`src/design/ufc_pkg.sv`:
```
// ----------------------------------------------------------------------------
// ufc_pkg
// Shared constants for the union-find component counter: field widths,
// default node count and operation codes.
// ----------------------------------------------------------------------------
package ufc_pkg;

	localparam int FIELD_W        = 10;
	localparam int COUNT_W        = 11;
	localparam int NODE_COUNT_DEF = 1024;
	localparam int COUNT_MAX      = (1 << COUNT_W) - 1;

	localparam logic MODE_ACTIVATE = 1'b0;
	localparam logic MODE_UNION    = 1'b1;

endpackage

```
`src/design/ufc_index_reduce.sv`:
```
// ----------------------------------------------------------------------------
// ufc_index_reduce
// Reduces both node fields modulo the node count. When the node count
// covers the whole field the indexes are registered as they are; otherwise
// a registered reciprocal multiply and a registered multiply-back give the remainder.
// ----------------------------------------------------------------------------
module ufc_index_reduce #(
	parameter int NODE_COUNT = ufc_pkg::NODE_COUNT_DEF
) (
	input  logic                          clk,
	input  logic                          arst_n,
	input  logic                          start,
	input  logic [ufc_pkg::FIELD_W-1:0]   a_in,
	input  logic [ufc_pkg::FIELD_W-1:0]   b_in,
	output logic                          done,
	output logic [$clog2(NODE_COUNT)-1:0] a_out,
	output logic [$clog2(NODE_COUNT)-1:0] b_out
);
	import ufc_pkg::*;

	localparam int NW       = $clog2(NODE_COUNT);
	localparam bit NEED_MOD = NODE_COUNT < (1 << FIELD_W);

	generate
		if (NEED_MOD) begin : g_recip
			localparam int SHIFT = FIELD_W + NW;
			localparam int PW    = 2 * FIELD_W + 2;
			localparam logic [PW-1:0] RECIP =
				PW'(((64'd1 << SHIFT) + 64'(NODE_COUNT) - 64'd1) / 64'(NODE_COUNT));
			localparam logic [FIELD_W-1:0] DIVISOR = FIELD_W'(NODE_COUNT);

			logic [FIELD_W-1:0] a_s1, b_s1, qa_s1, qb_s1;
			logic [PW-1:0]      prod_a, prod_b;
			logic [FIELD_W-1:0] rem_a, rem_b;
			logic [NW-1:0]      ra_q, rb_q;
			logic               busy_s1, done_q;

			// quotient by reciprocal multiply, exact for every field value
			assign prod_a = PW'(a_in) * RECIP;
			assign prod_b = PW'(b_in) * RECIP;
			assign rem_a  = a_s1 - qa_s1 * DIVISOR;
			assign rem_b  = b_s1 - qb_s1 * DIVISOR;

			always_ff @(posedge clk or negedge arst_n) begin
				if (!arst_n) begin
					busy_s1 <= 1'b0;
					done_q  <= 1'b0;
				end else begin
					busy_s1 <= start;
					done_q  <= busy_s1;
				end
			end

			always_ff @(posedge clk) begin
				if (start) begin
					a_s1  <= a_in;
					b_s1  <= b_in;
					qa_s1 <= FIELD_W'(prod_a >> SHIFT);
					qb_s1 <= FIELD_W'(prod_b >> SHIFT);
				end
				if (busy_s1) begin
					ra_q <= NW'(rem_a);
					rb_q <= NW'(rem_b);
				end
			end

			assign done  = done_q;
			assign a_out = ra_q;
			assign b_out = rb_q;
		end else begin : g_pass
			logic [NW-1:0] a_q, b_q;
			logic          done_q;

			always_ff @(posedge clk or negedge arst_n) begin
				if (!arst_n) begin
					done_q <= 1'b0;
				end else begin
					done_q <= start;
				end
			end

			always_ff @(posedge clk) begin
				if (start) begin
					a_q <= NW'(a_in);
					b_q <= NW'(b_in);
				end
			end

			assign done  = done_q;
			assign a_out = a_q;
			assign b_out = b_q;
		end
	endgenerate

endmodule

```
`config.mk`:
```
export PLATFORM = sky130hd
export DESIGN_NAME = ufc_index_reduce
export DESIGN_NICKNAME = d
export VERILOG_FILES = /design/src/design/ufc_pkg.sv /design/src/design/ufc_index_reduce.sv
export SDC_FILE = /design/constraint.sdc
export NUM_CORES = 1
export LEC_CHECK = 0
export BUFFER_PORTS_ARGS = -buffer_cell sky130_fd_sc_hd__buf_2
export CORE_MARGIN = 4
export CORE_UTILIZATION = 34
export CTS_CLUSTER_SIZE = 28
export DETAILED_ROUTE_END_ITERATION = 12
export GPL_TIMING_DRIVEN = 0
export PLACE_DENSITY = 0.7
export SYNTH_ARGS = -nofsm -noshare
export SYNTH_HDL_FRONTEND = slang
export SYNTH_SLANG_ARGS = --single-unit
```
`constraint.sdc`:
```
create_clock -name clk -period 0.8 [get_ports clk]
set_input_delay 0.04 -clock clk [delete_from_list [all_inputs] [get_ports clk]]
set_output_delay 0.04 -clock clk [all_outputs]
set_load 0.02 [all_outputs]
```
# Word-level counts from Yosys, hierarchy flattened
# Cells that the tools add are included.
totals:
  regBits: 21
  wordCells: 3

# Logic depth before layout (Yosys ltp)
depth:
  depth_word: 0
  ltp_mapped: 0
  mapped_depth_nobuf: 0

# Worst setup path before layout
# No wires, ideal clock.
synth_timing:
  path_type: "reg-to-output"
  start: "register g_pass.a_q[0] (netlist: a_out[0])"
  end: "output a_out[0]"
  path_stages_with_launch: 1
  arrival_ns: 0.449
  setup_slack_ns: 0.311
  cell_sequence: "edfxtp_1"
synth_lines:
  columns: ["item", "line_no", "rtl"]
  rows:
  - ["start: declaration", "ufc_index_reduce.sv:71", "logic [NW-1:0] a_q, b_q;"]
  - ["start signal: assignment", "ufc_index_reduce.sv:84", "a_q <= NW'(a_in);"]
  - ["end: declaration", "ufc_index_reduce.sv:16", "output logic [$clog2(NODE_COUNT)-1:0] a_out,"]
# No word-level cell between the ends.

# Final worst setup path
layout_timing:
  start: "register g_pass.b_q[1] (netlist: b_out[1])"
  end: "output b_out[1]"
layout_lines:
  columns: ["item", "line_no", "rtl"]
  rows:
  - ["start: declaration", "ufc_index_reduce.sv:71", null]
  - ["start signal: assignment", "ufc_index_reduce.sv:85", "b_q <= NW'(b_in);"]
  - ["end: declaration", "ufc_index_reduce.sv:17", "output logic [$clog2(NODE_COUNT)-1:0] b_out"]
# No word-level cell between the ends.

==> flow_summary_export.csv <==
group,metric,value,unit
status,status,"finished with violations",
status,violations,"negative setup slack",
placement,dp.cells,89,
sta,setup_ws,-0.140,ns
worst_setup_path,worst-path-buf-inv,1,
worst_setup_path,worst-setup-path-type,"flip-flop to output pin",
detailed_routing,wl,1710,um
floorplanning,die_h,50.9,um
pwr,p_sw_share,23.8,%
sta,rsz0062_at_grt,"true",
pwr,power_leakage,0.511,nW
finish,multi_input_area,0,sq um
finish,drive_gt1_share,51.1,%
synthesis,synth-xor-area-share,0,%
finish,diodes,0,
clock_network,cts-root-buf,"clkbuf_4",
worst_setup_path,cp_top_family,"flip-flops",
detailed_routing,firstDrtPassIters,4,
global_routing,use_met3,5.83,%
sta,hold_viol_final,0,
placement,preCtsSetupSlack,0.0252,ns
sta,setup_viol,21,
finish,fillers,132,
synthesis,yosysTopAreaCellShare,96.0,%
synthesis,synth_area_leader_cell,"edfxtp_1",
detailed_routing,first_iter_violations,4,
global_routing,track_usage,14.2,%
synthesis,yosysUniqueCellTypes,2,
global_routing,antenna_found_initial,0,
finish,nNetsFinal,114,
finish,final_cells,115,
global_routing,grtUsageMet1,12.8,%
clock_network,cts_tree,"built",
worst_setup_path,cpPeakStageDelay,0.41,ns
clock_network,clock_path_buffers,2,
floorplanning,num_rows,15,
synthesis,synth-edff-count,20,
detailed_routing,ant_nets,0,
pwr,powerDensity,1870,nW/um^2
finish,nMultiInputCombCells,0,
sta,slew_headroom,69.8,%
synthesis,synthCells,21,
clock_network,clock_sinks,21,
synthesis,ys.flop_type,"edfxtp_1",
global_routing,grt_pass1_wl,2500,um
synthesis,synthAdderAreaFrac,0,%
finish,fin_util,69.5,%
flow_run,maxCapViolCount,0,
synthesis,synth_compound_area_share,0,%
synthesis,synthesis.area,626,sq um
pwr,p_sw,535,uW
finish,areaGrowthSynthToFinish,91.8,%
clock_network,cts.clk_slew.worst_paths,0.12,ns
global_routing,grt_pass1_vias,553,
floorplanning,core,1730,sq um
floorplanning,die-area,2590,sq um
synthesis,ys_seq_area_share,100,%
floorplanning,num_io_pins,44,
hold_path,hold_path_class,"input pin to flip-flop",
detailed_routing,route.detailed.drc,0,
floorplanning,initial_core_util,36.2,%
pwr,power_frac_clock,22.6,%
finish,stdcell_area,1200,sq um
detailed_routing,via_count,476,
pwr,intPower,1.71,mW
sta,worst_pin_slew,0.453,ns
synthesis,synth_common_cells,"20 x edfxtp_1, 1 x dfrtp_1",
clock_network,post_cts_buffers,0,
synthesis,synth_area_per_cell,29.8,sq um
global_routing,busiest_layer,"met2",
sta,fin_crit,0.940,ns
synthesis,ys_warn_count,0,
global_routing,grt_overflow,0,
synthesis,synthMostInstantiatedCell,"edfxtp_1",
pwr,max-vdd-ir-drop,1.34,mV
synthesis,synth_simple_gate_area_share,0,%
pwr,combPwrFrac,18.1,%
worst_setup_path,crit_chain,"buf_2",
global_routing,grt_max_degree,22,
detailed_routing,wl_per_cell,14.9,um
floorplanning,die_w,50.9,um
worst_setup_path,cp_slowest_cell,"edfxtp_1",
clock_network,h-tree-depth,1,
worst_setup_path,setup.worst_path.start_class,"flip-flop",
sta,fmax,1060,MHz
worst_setup_path,required,0.76,ns
synthesis,synthesis.nets,44,
placement,io_buffers,43,
synthesis,synth.area.top_cells,"edfxtp_1 96%, dfrtp_1 4.0%",
pwr,pwr-share-seq,59.3,%
placement,place_area,872,sq um
synthesis,synth_mux_area_share,0,%
worst_setup_path,crit_fanout,1,
synthesis,synthArstFlopShare,4.76,%
sta,slew_viol_final,0,
sta,finalCritPeriodShare,117,%
synthesis,yosys_register_bits,21,
global_routing,gr-usage-met2,26.1,%
worst_setup_path,arrival,0.90,ns
clock_network,cts_buffers,3,
placement,globalplace.congestion,0.631,
worst_setup_path,end_kind,"output pin",
detailed_routing,routed_via_density,4.14,
==> metal layers <==
metal | wire length (um) | vias up | share of wire (%)
met5 | 0 | - | 0
met4 | 15 | 0 | 0.88
met3 | 187 | 2 | 11
met2 | 876 | 36 | 51
met1 | 633 | 217 | 37
li1 | - | 221 | -
==> what timing repair did <==
| item | in CTS | in global routing |
|---|---|---|
| hold buffers | 21 | 1 |
| cloned | 0 | 0 |
| hold endpoints to repair | 21 | 1 |
| endpoints found under the setup margin | 21 | 21 |
| gates resized for setup | 8 | 18 |
==> sequential cells by signal, indices dropped and copies added, names as in the netlist <==
signal	cells
b_out	10
done	1
a_out	10
==> worst paths after layout <==
kind / startpoint / endpoint / slack (ns) / cells past startpoint
setup / recovery: b_out[1] / b_out[1] / -0.14 / 1
hold / removal: start / done / 0.08 / 1
max in group asynchronous: arst_n / done / 0.17 / 3
min in group asynchronous: arst_n / done / 0.55 / 3
==> power groups by stage <==
stage	combinational [mW]	sequential, mW	clock, mW
2_1_floorplan	0	1.46	0
3_3_place_gp	0.258	1.34	0
3_5_place_dp	0.261	1.34	0
4_1_cts	0.357	1.32	0.511
5_1_grt	0.428	1.34	0.557
6_report	0.406	1.33	0.509
==> cell type report <==
type | instances | area [sq um] | share of cell area [%]
tap | 25 | 31.3 | 2.61
timing repair buffer | 65 | 517 | 43.1
clock buffer | 4 | 26.3 | 2.19
sequential | 21 | 626 | 52.1
==> stage by stage <==
step / hold slack, ns / TNS [ns] / power, mW
5_1_grt: 0.0912 / -2.76 / 2.33
2_1_floorplan: -0.256 / 0 / 1.46
4_1_cts: 0.0160 / -1.86 / 2.19
3_3_place_gp: -0.183 / 0 / 1.59
3_5_place_dp: -0.180 / 0 / 1.60
6_report: 0.0776 / -1.84 / 2.25
==> logic make-up (layout without fill, tap and decap cells) <==
group,count (synthesis),after routing
DFF,21,21
buffers and inverters,0,69
==> layout by cell type (no fill, tap or decap) <==
| cell | instances |
|---|---|
| clkbuf_1 | 1 |
| clkbuf_4 | 3 |
| dfrtp_1 | 1 |
| edfxtp_1 | 20 |
| dlygate4sd3_1 | 22 |
| buf_2 | 30 |
| buf_6 | 13 |
No activity file was read; power rests on OpenSTA's default activity.
